<file path="src/rtl/wse_pkg.sv">
`timescale 1ns / 1ps

package wse_pkg;

   // Field widths of the channels
   localparam int SAMPLE_W   = 16;
   localparam int TIME_W     = 32;
   localparam int INTERVAL_W = 10;
   localparam int SLOPE_W    = 27;
   localparam int COUNT_W    = 4;

   // Magnitude bits of the slope and the divider step count
   localparam int Q_W        = SLOPE_W - 1;
   localparam int DIV_CNT_W  = $clog2(Q_W);

   // 1000 ms/s times 16 for the 1/16 mm/s output step
   localparam int SCALE_Q4   = 16000;
   localparam int SCALE_W    = 14;

   localparam int WINDOW_DEFAULT = 10;

   localparam logic [INTERVAL_W-1:0] INTERVAL_RESET = INTERVAL_W'(20);

   localparam logic [SLOPE_W-1:0] SLOPE_MAX = {1'b0, {Q_W{1'b1}}};
   localparam logic [SLOPE_W-1:0] SLOPE_MIN = {1'b1, {Q_W{1'b0}}};

   // Register file: one register, selected by paddr[2]
   localparam int CSR_ADDR_W = 3;
   localparam int CSR_DATA_W = 32;
   localparam logic CSR_INTERVAL_IDX = 1'b0;

   typedef enum logic {
      OP_SAMPLE = 1'b0,
      OP_CLEAR  = 1'b1
   } op_type;

   typedef enum logic [3:0] {
      ST_IDLE,
      ST_SETUP,
      ST_WALK,
      ST_PROD_A,
      ST_PROD_B,
      ST_NUMER,
      ST_PROD_C,
      ST_PROD_D,
      ST_DENOM,
      ST_CHECK,
      ST_DIVIDE,
      ST_DONE
   } state_type;

endpackage

</file>
<file path="src/rtl/wse_ram.sv">
`timescale 1ns / 1ps

module wse_ram #(
   parameter int WIDTH = wse_pkg::SAMPLE_W,
   parameter int DEPTH = wse_pkg::WINDOW_DEFAULT
) (
   input  logic                     clock,
   input  logic                     we,
   input  logic [$clog2(DEPTH)-1:0] waddr,
   input  logic [WIDTH-1:0]         wdata,
   input  logic                     re,
   input  logic [$clog2(DEPTH)-1:0] raddr,
   output logic [WIDTH-1:0]         rdata
);

   logic [WIDTH-1:0] mem_ff [DEPTH];
   logic [WIDTH-1:0] rdata_ff;

   always_ff @(posedge clock) begin
      if (we) begin
         mem_ff[waddr] <= wdata;
      end
      if (re) begin
         rdata_ff <= mem_ff[raddr];
      end
   end

   assign rdata = rdata_ff;

endmodule

</file>
<file path="src/rtl/window_slope_estimator_unit.sv">
`timescale 1ns / 1ps

// Sliding-window slope estimator.
// req channel: one transfer per item. req_tuser is the op (0 = offer a sample,
// 1 = clear the window); req_tdata carries the sample in mm and the time in ms.
// A sample is stored when the wrapped gap to the last stored time reaches
// interval_ms (or 1 ms if it is 0). rsp channel: one transfer per item with
// the least-squares slope of the stored samples in 1/16 mm/s, the stored count
// and the accepted flag. csr port: interval_ms at byte address 0, written with
// an APB write, read back on prdata; write it only while no item is in flight.
// Work per item: after the input transfer the block sets up, walks the sample
// memory from the oldest stored sample (one read a cycle), forms the products,
// the numerator and the denominator and runs the 26-step restoring divider;
// with fewer than two samples stored it goes straight to the result. The next
// item is taken once the result has gone into the output register.
// Reset empties the window, zeroes the last store time and sets interval_ms to 20.
// The result waits in an output register; while the receiver stalls, the block
// still takes and works the next item and then holds until the register frees.
module window_slope_estimator_unit #(
   parameter int WINDOW = wse_pkg::WINDOW_DEFAULT
) (
   input  logic                            clock,
   input  logic                            reset,
   // req_tdata: [15:0] sample_mm, [47:16] time_ms
   input  logic                            req_tvalid,
   output logic                            req_tready,
   input  logic [47:0]                     req_tdata,
   // req_tuser: [0] op
   input  logic                            req_tuser,
   // rsp_tdata: [26:0] slope_q4, [30:27] stored_count, [31] accepted
   output logic                            rsp_tvalid,
   input  logic                            rsp_tready,
   output logic [31:0]                     rsp_tdata,
   input  logic                            csr_psel,
   input  logic                            csr_penable,
   input  logic                            csr_pwrite,
   input  logic [wse_pkg::CSR_ADDR_W-1:0]  csr_paddr,
   input  logic [wse_pkg::CSR_DATA_W-1:0]  csr_pwdata,
   output logic [wse_pkg::CSR_DATA_W-1:0]  csr_prdata,
   output logic                            csr_pready
);

   localparam int SAMPLE_W = wse_pkg::SAMPLE_W;
   localparam int TIME_W   = wse_pkg::TIME_W;
   localparam int IV_W     = wse_pkg::INTERVAL_W;
   localparam int Q_W      = wse_pkg::Q_W;
   localparam int SLOPE_W  = wse_pkg::SLOPE_W;

   localparam int IDX_W   = $clog2(WINDOW);
   localparam int CNT_W   = $clog2(WINDOW + 1);
   localparam int ST_MAX  = WINDOW * (WINDOW - 1) / 2;
   localparam int ST_W    = $clog2(ST_MAX + 1);
   localparam int STT_MAX = (WINDOW - 1) * WINDOW * (2 * WINDOW - 1) / 6;
   localparam int STT_W   = $clog2(STT_MAX + 1);
   localparam int SY_W    = SAMPLE_W + CNT_W;
   localparam int STY_W   = SAMPLE_W + ST_W;
   // n*Sty and St*Sy are the widest products; n*Stt and St*St fit below them
   localparam int P_W     = (CNT_W + STY_W > ST_W + SY_W) ? CNT_W + STY_W : ST_W + SY_W;
   localparam int D_W     = P_W + 1;
   localparam int NUM_W   = D_W + wse_pkg::SCALE_W;
   localparam int DEN_W   = P_W + IV_W;
   localparam int CMP_W   = (NUM_W > DEN_W + Q_W) ? NUM_W : DEN_W + Q_W;
   localparam int DC_W    = wse_pkg::DIV_CNT_W;

   localparam logic signed [NUM_W-1:0] SCALE_S = NUM_W'(wse_pkg::SCALE_Q4);

   wse_pkg::state_type state_ff, state_in;

   logic [IV_W-1:0]     interval_ff, interval_in;
   logic [CNT_W-1:0]    fill_ff, fill_in;
   logic [IDX_W-1:0]    wslot_ff, wslot_in;
   logic [TIME_W-1:0]   last_ff, last_in;
   logic [IDX_W-1:0]    ptr_ff, ptr_in;
   logic [CNT_W-1:0]    walk_cnt_ff, walk_cnt_in;
   logic [ST_W-1:0]     st_ff, st_in;
   logic [SY_W-1:0]     sy_ff, sy_in;
   logic [STY_W-1:0]    sty_ff, sty_in;
   logic [STT_W-1:0]    stt_ff, stt_in;
   logic [P_W-1:0]      pa_ff, pa_in;
   logic [P_W-1:0]      pb_ff, pb_in;
   logic signed [NUM_W-1:0] num_ff, num_in;
   logic [NUM_W-1:0]    mag_ff, mag_in;
   logic                neg_ff, neg_in;
   logic [DEN_W-1:0]    den_ff, den_in;
   logic                sat_ff, sat_in;
   logic [DEN_W-1:0]    rem_ff, rem_in;
   logic [Q_W-1:0]      quo_ff, quo_in;
   logic [DC_W-1:0]     div_cnt_ff, div_cnt_in;
   logic                zero_ff, zero_in;
   logic                acc_ff, acc_in;
   logic                rsp_valid_ff, rsp_valid_in;
   logic [31:0]         rsp_data_ff, rsp_data_in;

   logic                ram_we;
   logic                ram_re;
   logic [IDX_W-1:0]    ram_raddr;
   logic [SAMPLE_W-1:0] ram_rdata;

   logic [SAMPLE_W-1:0] req_sample;
   logic [TIME_W-1:0]   req_time;
   logic [IV_W-1:0]     eff_interval;
   logic [TIME_W-1:0]   gap;
   logic [CNT_W:0]      start_sum;
   logic [IDX_W-1:0]    t_idx;
   logic signed [D_W-1:0]   diff_s;
   logic signed [NUM_W-1:0] diff_ext;
   logic [CMP_W-1:0]    mag_ext;
   logic [DEN_W:0]      rem_sh;
   logic                rem_ge;
   logic [SLOPE_W-1:0]  slope;
   logic                csr_wr;

   assign req_sample   = req_tdata[SAMPLE_W-1:0];
   assign req_time     = req_tdata[SAMPLE_W +: TIME_W];
   assign eff_interval = (interval_ff == '0) ? IV_W'(1) : interval_ff;
   assign gap          = req_time - last_ff;
   assign start_sum    = (CNT_W+1)'(wslot_ff)
                       + (((CNT_W+1)'(wslot_ff) < (CNT_W+1)'(fill_ff))
                          ? (CNT_W+1)'(WINDOW) : '0)
                       - (CNT_W+1)'(fill_ff);
   assign t_idx        = IDX_W'(walk_cnt_ff - 1'b1);
   assign diff_s       = $signed({1'b0, pa_ff}) - $signed({1'b0, pb_ff});
   assign diff_ext     = NUM_W'(diff_s);
   assign mag_ext      = CMP_W'(mag_ff);
   assign rem_sh       = {rem_ff, quo_ff[Q_W-1]};
   assign rem_ge       = rem_sh >= {1'b0, den_ff};

   always_comb begin
      logic [SLOPE_W-1:0] q_ext;
      q_ext = {1'b0, quo_ff};
      if (zero_ff) begin
         slope = '0;
      end else if (sat_ff) begin
         slope = neg_ff ? wse_pkg::SLOPE_MIN : wse_pkg::SLOPE_MAX;
      end else begin
         slope = neg_ff ? SLOPE_W'(-q_ext) : q_ext;
      end
   end

   // Configuration port
   assign csr_pready = 1'b1;
   assign csr_wr     = csr_psel & csr_penable & csr_pwrite & csr_pready
                     & (csr_paddr[wse_pkg::CSR_ADDR_W-1] == wse_pkg::CSR_INTERVAL_IDX);
   assign csr_prdata = (csr_paddr[wse_pkg::CSR_ADDR_W-1] == wse_pkg::CSR_INTERVAL_IDX)
                     ? wse_pkg::CSR_DATA_W'(interval_ff) : '0;
   assign interval_in = csr_wr ? csr_pwdata[IV_W-1:0] : interval_ff;

   wse_ram #(
      .WIDTH (SAMPLE_W),
      .DEPTH (WINDOW)
   ) u_ram (
      .clock (clock),
      .we    (ram_we),
      .waddr (wslot_ff),
      .wdata (req_sample),
      .re    (ram_re),
      .raddr (ram_raddr),
      .rdata (ram_rdata)
   );

   always_comb begin
      state_in     = state_ff;
      fill_in      = fill_ff;
      wslot_in     = wslot_ff;
      last_in      = last_ff;
      ptr_in       = ptr_ff;
      walk_cnt_in  = walk_cnt_ff;
      st_in        = st_ff;
      sy_in        = sy_ff;
      sty_in       = sty_ff;
      stt_in       = stt_ff;
      pa_in        = pa_ff;
      pb_in        = pb_ff;
      num_in       = num_ff;
      mag_in       = mag_ff;
      neg_in       = neg_ff;
      den_in       = den_ff;
      sat_in       = sat_ff;
      rem_in       = rem_ff;
      quo_in       = quo_ff;
      div_cnt_in   = div_cnt_ff;
      zero_in      = zero_ff;
      acc_in       = acc_ff;
      rsp_data_in  = rsp_data_ff;
      rsp_valid_in = rsp_valid_ff & ~rsp_tready;
      ram_we       = 1'b0;
      ram_re       = 1'b0;
      ram_raddr    = ptr_ff;
      req_tready   = 1'b0;

      case (state_ff)
         wse_pkg::ST_IDLE: begin
            req_tready = 1'b1;
            if (req_tvalid) begin
               acc_in   = 1'b0;
               state_in = wse_pkg::ST_SETUP;
               if (wse_pkg::op_type'(req_tuser) == wse_pkg::OP_CLEAR) begin
                  fill_in  = '0;
                  wslot_in = '0;
                  last_in  = '0;
               end else if (gap >= TIME_W'(eff_interval)) begin
                  ram_we   = 1'b1;
                  wslot_in = (wslot_ff == IDX_W'(WINDOW - 1)) ? '0 : wslot_ff + 1'b1;
                  if (fill_ff != CNT_W'(WINDOW)) begin
                     fill_in = fill_ff + 1'b1;
                  end
                  last_in  = req_time;
                  acc_in   = 1'b1;
               end
            end
         end
         wse_pkg::ST_SETUP: begin
            // start at the oldest stored sample
            ptr_in      = IDX_W'(start_sum);
            walk_cnt_in = '0;
            st_in       = '0;
            sy_in       = '0;
            sty_in      = '0;
            stt_in      = '0;
            zero_in     = fill_ff < CNT_W'(2);
            state_in    = (fill_ff < CNT_W'(2)) ? wse_pkg::ST_DONE : wse_pkg::ST_WALK;
         end
         wse_pkg::ST_WALK: begin
            if (walk_cnt_ff < fill_ff) begin
               ram_re = 1'b1;
               ptr_in = (ptr_ff == IDX_W'(WINDOW - 1)) ? '0 : ptr_ff + 1'b1;
            end
            // data read in the previous cycle belongs to t = walk_cnt - 1
            if (walk_cnt_ff != '0) begin
               st_in  = st_ff + ST_W'(t_idx);
               sy_in  = sy_ff + SY_W'(ram_rdata);
               sty_in = sty_ff + STY_W'(t_idx) * STY_W'(ram_rdata);
               stt_in = stt_ff + STT_W'(t_idx) * STT_W'(t_idx);
            end
            if (walk_cnt_ff == fill_ff) begin
               state_in = wse_pkg::ST_PROD_A;
            end else begin
               walk_cnt_in = walk_cnt_ff + 1'b1;
            end
         end
         wse_pkg::ST_PROD_A: begin
            pa_in    = P_W'(fill_ff) * P_W'(sty_ff);
            state_in = wse_pkg::ST_PROD_B;
         end
         wse_pkg::ST_PROD_B: begin
            pb_in    = P_W'(st_ff) * P_W'(sy_ff);
            state_in = wse_pkg::ST_NUMER;
         end
         wse_pkg::ST_NUMER: begin
            num_in   = diff_ext * SCALE_S;
            state_in = wse_pkg::ST_PROD_C;
         end
         wse_pkg::ST_PROD_C: begin
            pa_in    = P_W'(fill_ff) * P_W'(stt_ff);
            neg_in   = num_ff[NUM_W-1];
            mag_in   = num_ff[NUM_W-1] ? $unsigned(-num_ff) : $unsigned(num_ff);
            state_in = wse_pkg::ST_PROD_D;
         end
         wse_pkg::ST_PROD_D: begin
            pb_in    = P_W'(st_ff) * P_W'(st_ff);
            state_in = wse_pkg::ST_DENOM;
         end
         wse_pkg::ST_DENOM: begin
            den_in   = DEN_W'(pa_ff - pb_ff) * DEN_W'(eff_interval);
            state_in = wse_pkg::ST_CHECK;
         end
         wse_pkg::ST_CHECK: begin
            // quotient of 2^26 or more saturates; otherwise the top part is below den
            sat_in     = mag_ext >= (CMP_W'(den_ff) << Q_W);
            rem_in     = mag_ext[Q_W +: DEN_W];
            quo_in     = mag_ff[Q_W-1:0];
            div_cnt_in = DC_W'(Q_W - 1);
            state_in   = wse_pkg::ST_DIVIDE;
         end
         wse_pkg::ST_DIVIDE: begin
            rem_in = rem_ge ? DEN_W'(rem_sh - {1'b0, den_ff}) : DEN_W'(rem_sh);
            quo_in = {quo_ff[Q_W-2:0], rem_ge};
            if (div_cnt_ff == '0) begin
               state_in = wse_pkg::ST_DONE;
            end else begin
               div_cnt_in = div_cnt_ff - 1'b1;
            end
         end
         wse_pkg::ST_DONE: begin
            // hold until the output register frees
            if (!rsp_valid_ff || rsp_tready) begin
               rsp_data_in  = {acc_ff, wse_pkg::COUNT_W'(fill_ff), slope};
               rsp_valid_in = 1'b1;
               state_in     = wse_pkg::ST_IDLE;
            end
         end
         default: begin
            state_in = wse_pkg::ST_IDLE;
         end
      endcase
   end

   always_ff @(posedge clock) begin
      if (reset) begin
         state_ff <= wse_pkg::ST_IDLE;
      end else begin
         state_ff <= state_in;
      end
   end

   always_ff @(posedge clock) begin
      if (reset) begin
         interval_ff  <= wse_pkg::INTERVAL_RESET;
         fill_ff      <= '0;
         wslot_ff     <= '0;
         last_ff      <= '0;
         rsp_valid_ff <= 1'b0;
      end else begin
         interval_ff  <= interval_in;
         fill_ff      <= fill_in;
         wslot_ff     <= wslot_in;
         last_ff      <= last_in;
         rsp_valid_ff <= rsp_valid_in;
      end
   end

   always_ff @(posedge clock) begin
      ptr_ff      <= ptr_in;
      walk_cnt_ff <= walk_cnt_in;
      st_ff       <= st_in;
      sy_ff       <= sy_in;
      sty_ff      <= sty_in;
      stt_ff      <= stt_in;
      pa_ff       <= pa_in;
      pb_ff       <= pb_in;
      num_ff      <= num_in;
      mag_ff      <= mag_in;
      neg_ff      <= neg_in;
      den_ff      <= den_in;
      sat_ff      <= sat_in;
      rem_ff      <= rem_in;
      quo_ff      <= quo_in;
      div_cnt_ff  <= div_cnt_in;
      zero_ff     <= zero_in;
      acc_ff      <= acc_in;
      rsp_data_ff <= rsp_data_in;
   end

   assign rsp_tvalid = rsp_valid_ff;
   assign rsp_tdata  = rsp_data_ff;

   // An input transfer always starts work; the block is never idle the cycle after
   a_busy_after_transfer: assert property (@(posedge clock) disable iff (reset)
      (req_tvalid && req_tready) |=> (state_ff != wse_pkg::ST_IDLE))
      else $error("block idle right after an input transfer");

   // The window never holds more than WINDOW samples
   a_fill_bound: assert property (@(posedge clock) disable iff (reset)
      (fill_ff <= CNT_W'(WINDOW)))
      else $error("fill count beyond window depth");

   // Restoring divider keeps its remainder below the divisor
   a_div_rem: assert property (@(posedge clock) disable iff (reset)
      (state_ff == wse_pkg::ST_DIVIDE && !sat_ff) |-> (rem_ff < den_ff))
      else $error("divider remainder not below divisor");

   // A computed slope needs at least two samples behind it
   a_slope_fill: assert property (@(posedge clock) disable iff (reset)
      (state_ff == wse_pkg::ST_DONE && !zero_ff) |-> (fill_ff >= CNT_W'(2)))
      else $error("slope computed with fewer than two samples");

endmodule

</file>
<file path="config.mk">
export PLATFORM = sky130hd
export DESIGN_NAME = window_slope_estimator_unit
export DESIGN_NICKNAME = d
export VERILOG_FILES = /design/src/rtl/wse_pkg.sv /design/src/rtl/wse_ram.sv /design/src/rtl/window_slope_estimator_unit.sv
export SDC_FILE = /design/constraint.sdc
export NUM_CORES = 2
export LEC_CHECK = 0
export ABC_AREA = 0
export BUFFER_PORTS_ARGS = -buffer_cell sky130_fd_sc_hd__buf_2
export CAP_MARGIN = 20
export CORE_MARGIN = 2
export CORE_UTILIZATION = 45
export DETAILED_ROUTE_END_ITERATION = 7
export REMOVE_ABC_BUFFERS = 1
export SYNTH_ARGS = -nofsm -noshare
export SYNTH_HDL_FRONTEND = slang
export SYNTH_SLANG_ARGS = --single-unit
</file>
<file path="constraint.sdc">
create_clock -name clock -period 10.2 [get_ports clock]
set_input_delay 2.04 -clock clock [delete_from_list [all_inputs] [get_ports clock]]
set_output_delay 2.04 -clock clock [all_outputs]
set_load 0.05 [all_outputs]
</file>
==> run summary <==
• Antenna Violating Nets Remaining: 0
• core area: 115900 um^2
• grt ovf: 0
• HPWL reported at the end of detailed placement: 96600 um
• RSZ-0062 raised after global routing: false
• Initial Util: 45.27%
• endpoints failing setup: 0
• largest area contributor in the synthesized netlist: edfxtp_1
• top fanout value on the critical path: 10
• number of distinct standard cells referenced by the synthesized netlist: 99
• classification of the worst-slack hold path: flop to flop
• DRC violations left: 0
• routed vias: 37070
• combinational family with the most area after synthesis: adder cells
• clock slew at reported path FFs: 50 ps
• worst endpoint data arrival time: 9040 ps
• most congested layer reported by global routing: met2
• global-route track usage on met1: 27.65%
• vias per cell: 5.316
• dpl ws: 1503 ps
• Post-CTS Hold Buffers: 0
• proportion of layout cells with a drive suffix above 1: 7.472%
• met3 track utilization from global routing: 2.544%
• Setup TNS: 0 ps
• Post-Route Skew: 50.57 ps
• Final Hold Fails: 0
• leading post-synthesis cells by cell area: edfxtp_1 29%, fa_1 20%, ha_1 11%
• maximum clock frequency: 0.1151 GHz
• Layout area overhead: 9.477%
• proportion of synthesized area in mux cells: 2.440%
• worst-case hold slack: 453.9 ps
• Site Rows: 125
• number of synthesized register bits: 555
• routed length per instance: 17.88 um
• number of fillers in the final layout: 10760
• number of pins exceeding their max-slew limit in the final report: 0
• delay contributed by the slowest stage of the critical path: 830 ps
• total standard cell area after synthesis: 52470 um^2
• standard cell with the maximum stage delay on the critical path: xor2_1
• Die Area: 119300 um^2
• async set-reset flop share out of synthesis: 0%
• number of top-level pins: 158
• insertion delay of the later-clocked pin in the worst-skew pair: 680 ps
• max_slew headroom: 29.61%
• kind of start point of the critical path: flop
• sequential share of the synthesized area: 30.72%
• first-pass GRT wire length: 203600 um
• largest net degree at the start of global routing: 70
• number of enable-type register cells in the synthesized netlist: 500
• run status: complete, no violations
• height of the die: 345.5 um
• Post-Synth XOR/XNOR Area: 4.591%
• met2 GRT Util: 36.87%
• maximum level of the CTS H-tree: 3
• post-layout min period: 8688 ps
• per-instance average area after synthesis: 9.918 um^2
• Horiz. Die Dim: 345.5 um
• total setup buffers inserted after CTS: 0
• number of clock sinks seen by CTS: 555
• complex-gate fraction of the synthesized area: 10.53%
• cell area reported after detailed placement: 54900 um^2
• Multi-input gate area: 32830 um^2
• count of cells resized by post-cts repair: 0
• PortBufs: 110
• Clock Tree Buf Depth: 3
• total number of nets in the final design: 6455
• Gate Count Post-Synth: 5290
• Setup WS post-layout: 1512 ps
• vias in the first global route: 37790
• element type at the critical path end: flop
• most used flip-flop cell after synthesis: edfxtp_1
• fraction of the cycle the final worst path needs: 85.18%
• number of clock buffers inserted by TritonCTS: 72
• Max Cap Viol: 0
• antenna violations before repair: 2
• proportion of netlist area held by the largest area contributor: 28.62%
• required arrival time at the worst endpoint: 10550 ps
• global placer's final weighted congestion: 0.8819
• total routing usage reported by global routing: 21.22%
• slew at the pin closest to its max-slew limit: 1056 ps
• Crit Path Class: flop to flop
• FF/Latch Area: 16120 um^2
• Design Area, Final: 57440 um^2
• synthesized-area fraction occupied by adder cells: 30.66%
• Yosys Warn Count: 0
• number of iterations in the first detailed-routing pass: 8
• total detailed-routing wirelength: 124700 um
• clock tree from TritonCTS: yes
• basic-gate share of the synthesized area counting and, or, nand and nor cells: 13.87%
• initial DRC count: 2046
• buffer cell driving the clock tree root: clkbuf_16
placed cells by master (no fill, tap or decap), drive strengths merged, types with 80 or more instances in the layout:
| cell type | instances |
|---|---|
| edfxtp | 500 |
| nor3 | 92 |
| nand2 | 634 |
| fa | 516 |
| and2 | 118 |
| a21o | 80 |
| o21ai | 163 |
| inv | 779 |
| ha | 460 |
| xor2 | 89 |
| a21oi | 244 |
| buf | 184 |
| xnor2 | 186 |
| nor2 | 422 |
| clkbuf | 82 |
final cells by class:
cell class              count  area share (%)
repair buffers            184           1.995
clock inverters            51           1.070
flip-flops and latches    555           28.06
multi-input cells        3791           57.15
clock buffers              82           3.281
well taps                1524           3.320
inverters                 784           5.124
diodes                      1        0.004357
per-layer routing:
metal | share of wire (%) | up-vias
li1 | - | 17950
met1 | 44 | 18270
met2 | 49 | 666
met3 | 3.9 | 179
met4 | 3.0 | 0
met5 | 0 | -
kinds of logic (layout without fill, tap and decap cells):
| kind of cell | Yosys count | count (layout) |
|---|---|---|
| adders and majority gates | 976 | 976 |
| DFF | 555 | 555 |
| other | 2 | 25 |
| xor gates and xnor gates | 275 | 275 |
| buffers and inverters | 966 | 1101 |
| and+or+nand+nor | 1598 | 1598 |
| AOI/OAI and AO/OA | 831 | 831 |
| muxes | 87 | 87 |
flip-flops by register name, indices dropped and copies added (netlist names), 4 cells and up:
| signal | cells |
|---|---|
| u_ram.rdata | 16 |
| pb_ff | 26 |
| sty_ff | 22 |
| rsp_tdata | 32 |
| st_ff | 6 |
| ptr_ff | 4 |
| sy_ff | 20 |
| walk_cnt_ff | 4 |
| pa_ff | 26 |
| interval_ff | 10 |
| u_ram.mem_ff | 160 |
| mag_ff | 34 |
| stt_ff | 9 |
| rem_ff | 36 |
| state_ff | 4 |
| num_ff | 34 |
| quo_ff | 26 |
| fill_ff | 4 |
| den_ff | 36 |
| div_cnt_ff | 5 |
| wslot_ff | 4 |
| last_ff | 32 |
critical path: cells and delay by family, from the launching register on:
kind	cells	cell delay (ps)
DFF	1	360
and+or+nand+nor	5	920
xor gates and xnor gates	2	1310
buffers and inverters	2	510
AOI/OAI and AO/OA	10	2430
adders and majority gates	6	2880
Yosys cell counts (all sizes together), types with 8 or more instances:
| library cell | number |
|---|---|
| a22o | 33 |
| or3 | 27 |
| edfxtp | 500 |
| o31a | 8 |
| xor2 | 89 |
| mux4 | 32 |
| a221oi | 11 |
| and2 | 118 |
| buf | 50 |
| clkbuf | 132 |
| a211oi | 44 |
| or2 | 17 |
| inv | 776 |
| nor3 | 92 |
| o21ai | 163 |
| nand2 | 634 |
| o21a | 36 |
| a31oi | 23 |
| nor4 | 28 |
| clkinv | 8 |
| a2111oi | 9 |
| and3 | 25 |
| dfxtp | 55 |
| a21o | 80 |
| or4 | 12 |
| o211ai | 23 |
| xnor2 | 186 |
| nand3 | 63 |
| nor2 | 422 |
| ha | 460 |
| nand2b | 45 |
| nand3b | 10 |
| o31ai | 26 |
| o41ai | 17 |
| mux2i | 48 |
| fa | 516 |
| o21bai | 33 |
| nor2b | 60 |
| nand4 | 22 |
| a21oi | 244 |
through the flow:
step / cells / util [%]
floorplan: 5130 / -
global placement: 6835 / 47.35
detailed placement: 6836 / 47.37
CTS: 6969 / 49.53
global route: 6972 / 49.56
finish: 6972 / 49.56
worst paths after layout:
path                            start              endpoint  slack (ps)  depth (start not counted)
hold / removal    num_ff[7]$_DFFE_PP_   mag_ff[7]$_DFFE_PP_         450                          0
setup reg to reg   pa_ff[4]$_DFFE_PP_  num_ff[40]$_DFFE_PP_        1510                         25
hold reg to reg   num_ff[7]$_DFFE_PP_   mag_ff[7]$_DFFE_PP_         450                          0
setup / recovery   pa_ff[4]$_DFFE_PP_  num_ff[40]$_DFFE_PP_        1510                         25
Power is not shown: default switching activity piles up to over one toggle a cycle in this logic, so the estimate is an artifact.
